==> src/rtl/core/dwsc_pkg.sv <==
package dwsc_pkg;

  localparam int CntW  = 16;
  localparam int FreqW = 20;
  localparam int AccW  = 16;
  localparam int OdoW  = 32;
  localparam logic [FreqW-1:0] FreqScale = 20'd1000000;
  localparam logic [4:0] StallMax = 5'd31;

  typedef enum logic [1:0] {
    OP_CAP_ONE = 2'd0,
    OP_CAP_TWO = 2'd1,
    OP_TICK    = 2'd2,
    OP_NONE    = 2'd3
  } op_t;

  typedef enum logic [1:0] {
    CFG_SPEED_GAIN   = 2'd0,
    CFG_TURN_GAIN    = 2'd1,
    CFG_DRIVE_OFFSET = 2'd2,
    CFG_STALL_LIMIT  = 2'd3
  } cfg_idx_t;

  typedef enum logic [2:0] {
    ST_IDLE,
    ST_DIV,
    ST_TICK_A,
    ST_TICK_B,
    ST_TICK_C,
    ST_OUT
  } state_t;

  // Controller to datapath.
  typedef struct packed {
    logic load;      // latch the input beat
    logic capture;   // apply capture update, start divide if pair completes
    logic div_step;  // one divider iteration
    logic div_done;  // write the quotient
    logic tick_a;    // stall handling
    logic tick_b;    // error products
    logic tick_c;    // accumulator update
    logic emit;      // load output register
  } cmd_t;

  // Datapath to controller.
  typedef struct packed {
    logic is_cap;
    logic is_tick;
    logic need_div;
    logic div_last;
  } sts_t;

endpackage

==> src/rtl/core/dual_wheel_speed_capture_and_control.sv <==
// Each beat runs from the accepting cycle in ST_IDLE through ST_TICK_A to
// the cycle in ST_OUT that loads the output register. A capture completing
// a pair also passes the bit-serial frequency divider (ST_DIV) and ST_TICK_C;
// a tick also passes ST_TICK_B and ST_TICK_C. Throughput: one beat at a
// time; the next beat is taken once the result has moved into the output
// register, so the divider sets the worst case. Reset (rst_n low, synchronous)
// restores register defaults, clears the wheel state except first_r and drops out_valid.
module dual_wheel_speed_capture_and_control (
  input  logic               clk,
  input  logic               rst_n,
  input  logic               cfg_we,
  input  logic [1:0]         cfg_index,
  input  logic [15:0]        cfg_data,
  input  logic               in_valid,
  output logic               in_ready,
  input  logic [1:0]         in_opcode,
  input  logic [15:0]        in_capture_value,
  input  logic signed [16:0] in_target_speed,
  input  logic signed [15:0] in_target_turn,
  input  logic signed [23:0] in_yaw_rate,
  output logic               out_valid,
  input  logic               out_ready,
  output logic               out_report_valid,
  output logic signed [20:0] out_speed_report,
  output logic signed [31:0] out_odometer,
  output logic [15:0]        out_compare_one,
  output logic [15:0]        out_compare_two
);
  import dwsc_pkg::*;

  // The controller sequences each beat; the datapath holds the register and wheel state.
  cmd_t cmd;
  sts_t sts;

  dwsc_ctrl u_ctrl (
    .clk, .rst_n, .in_valid, .in_ready, .out_valid, .out_ready,
    .sts, .cmd
  );

  dwsc_dp u_dp (
    .clk, .rst_n, .cmd, .sts, .cfg_we, .cfg_index, .cfg_data,
    .in_opcode, .in_capture_value, .in_target_speed, .in_target_turn,
    .in_yaw_rate, .out_report_valid, .out_speed_report, .out_odometer,
    .out_compare_one, .out_compare_two
  );

endmodule

==> src/rtl/core/dwsc_ctrl.sv <==
module dwsc_ctrl (
  input  logic           clk,
  input  logic           rst_n,
  input  logic           in_valid,
  output logic           in_ready,
  output logic           out_valid,
  input  logic           out_ready,
  input  dwsc_pkg::sts_t sts,
  output dwsc_pkg::cmd_t cmd
);
  import dwsc_pkg::*;

  state_t state_r, state_nxt;
  logic out_valid_r, out_valid_nxt;

  always_ff @(posedge clk) begin
    if (!rst_n) begin
      state_r     <= ST_IDLE;
      out_valid_r <= 1'b0;
    end else begin
      state_r     <= state_nxt;
      out_valid_r <= out_valid_nxt;
    end
  end

  assign out_valid = out_valid_r;

  always_comb begin
    state_nxt     = state_r;
    cmd           = '0;
    in_ready      = 1'b0;
    out_valid_nxt = out_valid_r && !out_ready;
    unique case (state_r)
      ST_IDLE: begin
        in_ready = 1'b1;
        if (in_valid) begin
          cmd.load  = 1'b1;
          state_nxt = ST_TICK_A;
        end
      end
      ST_TICK_A: begin
        if (sts.is_cap) begin
          cmd.capture = 1'b1;
          state_nxt   = sts.need_div ? ST_DIV : ST_OUT;
        end else if (sts.is_tick) begin
          cmd.tick_a = 1'b1;
          state_nxt  = ST_TICK_B;
        end else begin
          state_nxt = ST_OUT;
        end
      end
      ST_DIV: begin
        cmd.div_step = 1'b1;
        if (sts.div_last) begin
          state_nxt = ST_TICK_C;
        end
      end
      ST_TICK_B: begin
        cmd.tick_b = 1'b1;
        state_nxt  = ST_TICK_C;
      end
      ST_TICK_C: begin
        if (sts.is_tick) begin
          cmd.tick_c = 1'b1;
        end else begin
          cmd.div_done = 1'b1;
        end
        state_nxt = ST_OUT;
      end
      ST_OUT: begin
        if (!out_valid_r || out_ready) begin
          cmd.emit      = 1'b1;
          out_valid_nxt = 1'b1;
          state_nxt     = ST_IDLE;
        end
      end
      default: state_nxt = ST_IDLE;
    endcase
  end

`ifndef SYNTH
  a_ready_idle: assert property (@(posedge clk) disable iff (!rst_n)
    in_ready |-> state_r == ST_IDLE) else $error("ready outside idle");
  a_emit_done: assert property (@(posedge clk) disable iff (!rst_n)
    cmd.emit |=> out_valid_r) else $error("emit lost");
  a_emit_free: assert property (@(posedge clk) disable iff (!rst_n)
    cmd.emit |-> (!out_valid_r || out_ready)) else $error("overwrite of held result");
`endif
endmodule

==> src/rtl/core/dwsc_dp.sv <==
module dwsc_dp (
  input  logic                           clk,
  input  logic                           rst_n,
  input  dwsc_pkg::cmd_t                 cmd,
  output dwsc_pkg::sts_t                 sts,
  input  logic                           cfg_we,
  input  logic [1:0]                     cfg_index,
  input  logic [15:0]                    cfg_data,
  input  logic [1:0]                     in_opcode,
  input  logic [15:0]                    in_capture_value,
  input  logic signed [16:0]             in_target_speed,
  input  logic signed [15:0]             in_target_turn,
  input  logic signed [23:0]             in_yaw_rate,
  output logic                           out_report_valid,
  output logic signed [20:0]             out_speed_report,
  output logic signed [31:0]             out_odometer,
  output logic [15:0]                    out_compare_one,
  output logic [15:0]                    out_compare_two
);
  import dwsc_pkg::*;

  logic [15:0] speed_gain_r, turn_gain_r, drive_offset_r;
  logic [3:0]  stall_limit_r;

  logic [1:0]              op_r;
  logic [CntW-1:0]         cap_r;
  logic signed [16:0]      tspeed_r;
  logic signed [15:0]      tturn_r;
  logic signed [23:0]      yaw_r;

  logic              phase_r   [2];
  logic [CntW-1:0]   first_r   [2];
  logic [FreqW-1:0]  freq_r    [2];
  logic [FreqW-1:0]  prev_r    [2];
  logic [4:0]        stall_r   [2];
  logic [OdoW-1:0]   odo_r     [2];
  logic [AccW-1:0]   acc_r     [2];

  // Restoring divider: 1000000 / period, one quotient bit per cycle.
  logic [FreqW-1:0]  quo_r;
  logic [CntW:0]     rem_r;
  logic [4:0]        cnt_r;
  logic [CntW-1:0]   dvs_r;
  logic              zero_div_r;
  logic [CntW:0]     rem_sh;
  logic [CntW:0]     rem_sub;

  logic signed [45:0] sterm_r;
  logic signed [42:0] tterm_r;

  logic              w;
  logic [CntW-1:0]   diff;
  logic [FreqW-1:0]  quo_final;
  logic [16:0]       spd_abs;
  logic signed [21:0] es2;
  logic signed [24:0] et;
  logic signed [38:0] sprod;
  logic signed [41:0] tprod;
  logic signed [46:0] n_one, n_two;
  logic [AccW-1:0]   acc_one_nxt, acc_two_nxt;
  logic [16:0]       sum_one, sum_two;

  assign w    = op_r[0];
  assign diff = cap_r - first_r[w];

  assign sts.is_cap   = (op_r == OP_CAP_ONE) || (op_r == OP_CAP_TWO);
  assign sts.is_tick  = (op_r == OP_TICK);
  assign sts.need_div = phase_r[w];
  assign sts.div_last = (cnt_r == 5'd0);

  assign rem_sh    = {rem_r[CntW-1:0], FreqScale[cnt_r]};
  assign rem_sub   = rem_sh - {1'b0, dvs_r};
  assign quo_final = zero_div_r ? FreqScale : quo_r;

  assign spd_abs = tspeed_r[16] ? 17'(-tspeed_r) : 17'(tspeed_r);
  assign es2 = $signed({4'd0, spd_abs, 1'b0}) - $signed({2'd0, freq_r[0]})
             - $signed({2'd0, freq_r[1]});
  assign et  = 25'(tturn_r) * 25'sd256 - 25'(yaw_r);

  assign sprod = $signed({1'b0, speed_gain_r}) * 39'(es2);
  assign tprod = $signed({1'b0, turn_gain_r}) * 42'(et);

  function automatic logic [AccW-1:0] clamp_q(input logic signed [46:0] n);
    logic signed [46:0] q;
    q = n / 47'sd65536;
    if (q < 0) return '0;
    if (q > 47'sd65535) return 16'hFFFF;
    return q[AccW-1:0];
  endfunction

  assign n_one = $signed({15'd0, acc_r[0], 16'd0}) + 47'(sterm_r)
               + (tspeed_r[16] ? 47'(tterm_r) : -47'(tterm_r));
  assign n_two = $signed({15'd0, acc_r[1], 16'd0}) + 47'(sterm_r)
               + (tspeed_r[16] ? -47'(tterm_r) : 47'(tterm_r));
  assign acc_one_nxt = clamp_q(n_one);
  assign acc_two_nxt = clamp_q(n_two);

  assign sum_one = {1'b0, drive_offset_r} + {1'b0, acc_r[0]};
  assign sum_two = {1'b0, drive_offset_r} + {1'b0, acc_r[1]};

  always_ff @(posedge clk) begin
    if (!rst_n) begin
      speed_gain_r   <= 16'd256;
      turn_gain_r    <= 16'd256;
      drive_offset_r <= 16'd900;
      stall_limit_r  <= 4'd8;
      for (int i = 0; i < 2; i++) begin
        phase_r[i] <= 1'b0;
        freq_r[i]  <= '0;
        prev_r[i]  <= '0;
        stall_r[i] <= '0;
        odo_r[i]   <= '0;
        acc_r[i]   <= '0;
      end
    end else begin
      if (cfg_we) begin
        unique case (cfg_idx_t'(cfg_index))
          CFG_SPEED_GAIN:   speed_gain_r   <= cfg_data;
          CFG_TURN_GAIN:    turn_gain_r    <= cfg_data;
          CFG_DRIVE_OFFSET: drive_offset_r <= cfg_data;
          CFG_STALL_LIMIT:  stall_limit_r  <= cfg_data[3:0];
          default: ;
        endcase
      end
      if (cmd.capture) begin
        odo_r[w]   <= tspeed_r[16] ? odo_r[w] - 32'd1 : odo_r[w] + 32'd1;
        phase_r[w] <= !phase_r[w];
        if (!phase_r[w]) first_r[w] <= cap_r;
      end
      if (cmd.div_done) freq_r[w] <= quo_final;
      if (cmd.tick_a) begin
        for (int i = 0; i < 2; i++) begin
          logic [4:0] sc;
          sc = (freq_r[i] == prev_r[i]) ? ((stall_r[i] < StallMax) ? stall_r[i] + 5'd1
                                                                   : stall_r[i]) : 5'd0;
          stall_r[i] <= sc;
          if (sc > {1'b0, stall_limit_r}) begin
            freq_r[i] <= '0;
            prev_r[i] <= '0;
          end else begin
            prev_r[i] <= freq_r[i];
          end
        end
      end
      if (cmd.tick_c) begin
        acc_r[0] <= acc_one_nxt;
        acc_r[1] <= acc_two_nxt;
      end
    end
  end

  always_ff @(posedge clk) begin
    if (cmd.load) begin
      op_r     <= in_opcode;
      cap_r    <= in_capture_value[CntW-1:0];
      tspeed_r <= in_target_speed;
      tturn_r  <= in_target_turn;
      yaw_r    <= in_yaw_rate;
    end
    if (cmd.capture) begin
      quo_r      <= '0;
      rem_r      <= '0;
      cnt_r      <= 5'(FreqW - 1);
      dvs_r      <= diff;
      zero_div_r <= (diff == '0);
    end
    if (cmd.div_step) begin
      if (!rem_sub[CntW]) begin
        rem_r <= rem_sub;
        quo_r <= {quo_r[FreqW-2:0], 1'b1};
      end else begin
        rem_r <= rem_sh;
        quo_r <= {quo_r[FreqW-2:0], 1'b0};
      end
      cnt_r <= cnt_r - 5'd1;
    end
    if (cmd.tick_b) begin
      sterm_r <= {sprod, 7'd0};
      tterm_r <= 43'(tprod);
    end
    if (cmd.emit) begin
      out_report_valid <= sts.is_cap && !phase_r[w] && cmd.emit;
      out_speed_report <= (sts.is_cap && !phase_r[w])
                        ? (tspeed_r[16] ? -$signed({1'b0, freq_r[w]})
                                        : $signed({1'b0, freq_r[w]})) : '0;
      out_odometer     <= sts.is_cap ? odo_r[w] : '0;
      out_compare_one  <= sum_one[16] ? 16'hFFFF : sum_one[15:0];
      out_compare_two  <= sum_two[16] ? 16'hFFFF : sum_two[15:0];
    end
  end

`ifndef SYNTH
  a_div_len: assert property (@(posedge clk) disable iff (!rst_n)
    cmd.div_done |-> !sts.is_tick) else $error("divide on tick");
  a_acc_only_tick: assert property (@(posedge clk) disable iff (!rst_n)
    cmd.tick_c |-> sts.is_tick) else $error("accumulator update off tick");
  a_cap_op: assert property (@(posedge clk) disable iff (!rst_n)
    cmd.capture |-> sts.is_cap) else $error("capture on wrong opcode");
`endif
endmodule

==> config.mk <==
export PLATFORM = sky130hd
export DESIGN_NAME = dual_wheel_speed_capture_and_control
export DESIGN_NICKNAME = d
export VERILOG_FILES = /design/src/rtl/core/dwsc_pkg.sv /design/src/rtl/core/dual_wheel_speed_capture_and_control.sv /design/src/rtl/core/dwsc_ctrl.sv /design/src/rtl/core/dwsc_dp.sv
export SDC_FILE = /design/constraint.sdc
export NUM_CORES = 2
export LEC_CHECK = 0
export BUFFER_PORTS_ARGS = -buffer_cell sky130_fd_sc_hd__buf_2
export CORE_UTILIZATION = 30
export DETAILED_ROUTE_END_ITERATION = 16
export SLEW_MARGIN = 20
export SYNTH_ARGS = -nofsm -noshare
export SYNTH_HDL_FRONTEND = slang
export SYNTH_HIERARCHICAL = 1
export SYNTH_SLANG_ARGS = --single-unit
==> constraint.sdc <==
create_clock -name clk -period 12.6 [get_ports clk]
set_input_delay 0.63 -clock clk [delete_from_list [all_inputs] [get_ports clk]]
set_output_delay 0.63 -clock clk [all_outputs]
set_load 0.02 [all_outputs]
==> out/metrics.cfg <==
[critical_path]
path_class=flip-flop to flip-flop
cp-start-kind=flip-flop
cp.arrival_ns=12.12
cp_data_required_time_ns=13.01
crit_path_frequent_cell=o21ai_0
crit_path_max_fanout=7
cp_slowest_cell=fa_1
slowest_delay_ns=0.57
path_buf_inv=6
cp_top_family=adder cells
reg2reg_slack_ns=0.90
crit_path_end_kind=flip-flop

[global_route]
grt_first_pass_wirelength_um=281000
grt_pass1_vias=49079
gr-usage-all-layers_pct=16.5
grt_overflow=0
grt_max_degree=125
antenna_found_initial=21

[worst_hold_path]
hold_path_class=input port to flip-flop

[detailed_routing]
ant_nets=0
num_vias=48264
vias_per_cell=4.90
drc=0
wl_per_cell_um=18.3
dr.first_iter.drc_count=3301
drtPass1Iterations=5
wl_um=181000

[placed_design]
hpwl_um=141000
gp_congestion=0.920
place_area_um2=69400
io_buffers=185

[floorplanning]
die_area_um2=219000
ioPinCount=186
core_area_um2=215000
die_h_um=467
initial_core_util_pct=30.2
dieWidth_um=467
num_rows=170

[sta]
hold_viol=0
maxSlewHeadroom_pct=24.6
period_share_pct=92.9
setup_tns_ns=0
fin_crit_ns=11.70
rsz0062_at_grt=false
worstMarginPinSlew_ns=1.12
fmaxAchievable_mhz=85.4
slew_violations=0
fin_skew_ns=0.0539
holdWs_ns=0.0970
finalSetupViolCount=0

[synthesis]
synth_top_area_share_pct=23.9
ys_seq_elements=578
yosysWarningCount=6
synth_area_leaders=edfxtp_1 (24%), fa_1 (24%), ha_1 (9.4%), inv_1 (6.7%), nand2_1 (4.6%)
ys_seq_area_share_pct=25.8
netlist_area_um2=65000
synthArstFlopShare_pct=0
synth_edf_count=518
synth_cell_types=100
synth_ff_type=edfxtp_1
synthesis.nets=8202
synth_area_per_cell_um2=9.50
synth_top_area_cell=edfxtp_1
synthCells=6841

[finish]
utilization_pct=33.4
drive_above_1_share_pct=7.56
fin_nets=8317
syn_to_final_growth_pct=10.6
fillCellCount=21997
finish.instance_area_um2=71900

[clock_tree]
cts_hold_buf=0
clock-sinks=578
cts_tree=done
cts_root_buffer=clkbuf_16
htree_levels=3
post_cts_buffers=0
cts_resized=0
numCtsBuffers=68
path_clk_slew_ns=0.06
clk_latency_ns=0.72
clockBufferDepth=3

[outcome]
status=finished, final reports clean

[run]
drv_cap=0

[stage by stage]
step                setup WS, ns  instances
detailed placement          1.07       9724
floorplan                   1.35       6841
finish                     0.897       9859
global route              0.0923       9858
global placement            1.17       9724
CTS                         1.02       9848
[synthesized netlist by cell type (142+ instances only)]
master	number
xnor2_1	289
a21oi_1	227
fa_1	775
ha_1	488
clkbuf_1	217
nor3_1	142
and2_1	400
o21ai_0	200
nor2_1	358
edfxtp_1	518
nand2_1	796
inv_1	1166
[layout by cell type (no fill, tap or decap), drive strengths merged, types with 20 or more instances in the layout]
master,instances
inv,1172
o21ai,203
mux2,39
mux2i,61
buf,279
o21bai,36
clkbuf,82
a21oi,237
a21o,98
nand2,796
nor4,29
dfxtp,60
nand4,36
o31ai,20
a21boi,79
edfxtp,518
nand2b,60
or2,30
xor2,133
nor2,359
and2,400
and3,39
nand3,71
a31oi,62
nor2b,61
fa,775
xnor2,290
a211oi,43
o21a,32
ha,488
or3,40
clkinv,24
nor3,144
[cell type report]
type	count	area, um2	area share (%)
Multi-Input combinational cell	4862	43100	59.9
Sequential cell	578	16800	23.3
Antenna cell	11	27.5	0.0383
Clock inverter	42	599	0.833
Inverter	1167	4380	6.09
Tap cell	2838	3550	4.94
Clock buffer	82	1850	2.57
Timing Repair Buffer	279	1650	2.29
[routing by layer]
| layer | track usage, % | share of wire (%) | vias up |
|---|---|---|---|
| met3 | 2.79 | 6.5 | 224 |
| met2 | 26.4 | 46 | 1436 |
| met4 | 4.77 | 2.4 | 2 |
| li1 | - | - | 22449 |
| met1 | 22.6 | 45 | 24153 |
| met5 | 0 | 0.0094 | - |
[final timing paths]
kind | start | endpoint | depth (start not counted)
setup / recovery | u_dp/tspeed_r[0]$_DFFE_PP_ | u_dp/sterm_r[45]$_DFFE_PP_ | 46
hold / removal | in_capture_value[10] | u_dp/cap_r[10]$_DFFE_PP_ | 1
setup reg to reg | u_dp/tspeed_r[0]$_DFFE_PP_ | u_dp/sterm_r[45]$_DFFE_PP_ | 46
hold reg to reg | u_dp/cap_r[0]$_DFFE_PP_ | u_dp/first_r[1][0]$_DFFE_PP_ | 0
[registers in the layout (all words and copies together), names as in the netlist, 24 cells and up, named ones only]
signal             count
u_dp/sterm_r          39
u_dp/odo_r            64
u_dp/tterm_r          42
u_dp/prev_r           40
u_dp/yaw_r            24
u_dp/acc_r            32
u_dp/out_odometer     32
u_dp/freq_r           40
u_dp/first_r          32
[logic make-up (layout without fill, tap and decap cells)]
group / after synthesis / after routing / share of synthesized area (%)
fa+ha+maj: 1269 / 1269 / 33.4
buf+inv: 1401 / 1570 / 8.14
other cells: 0 / 11 / 0
compound gates: 929 / 929 / 9.32
simple gates: 2141 / 2141 / 16.1
xor+xnor: 423 / 423 / 5.71
mux: 100 / 100 / 1.62
flops: 578 / 578 / 25.8
Power is not shown: default switching activity piles up to over one toggle a cycle in this logic, so the estimate is an artifact.
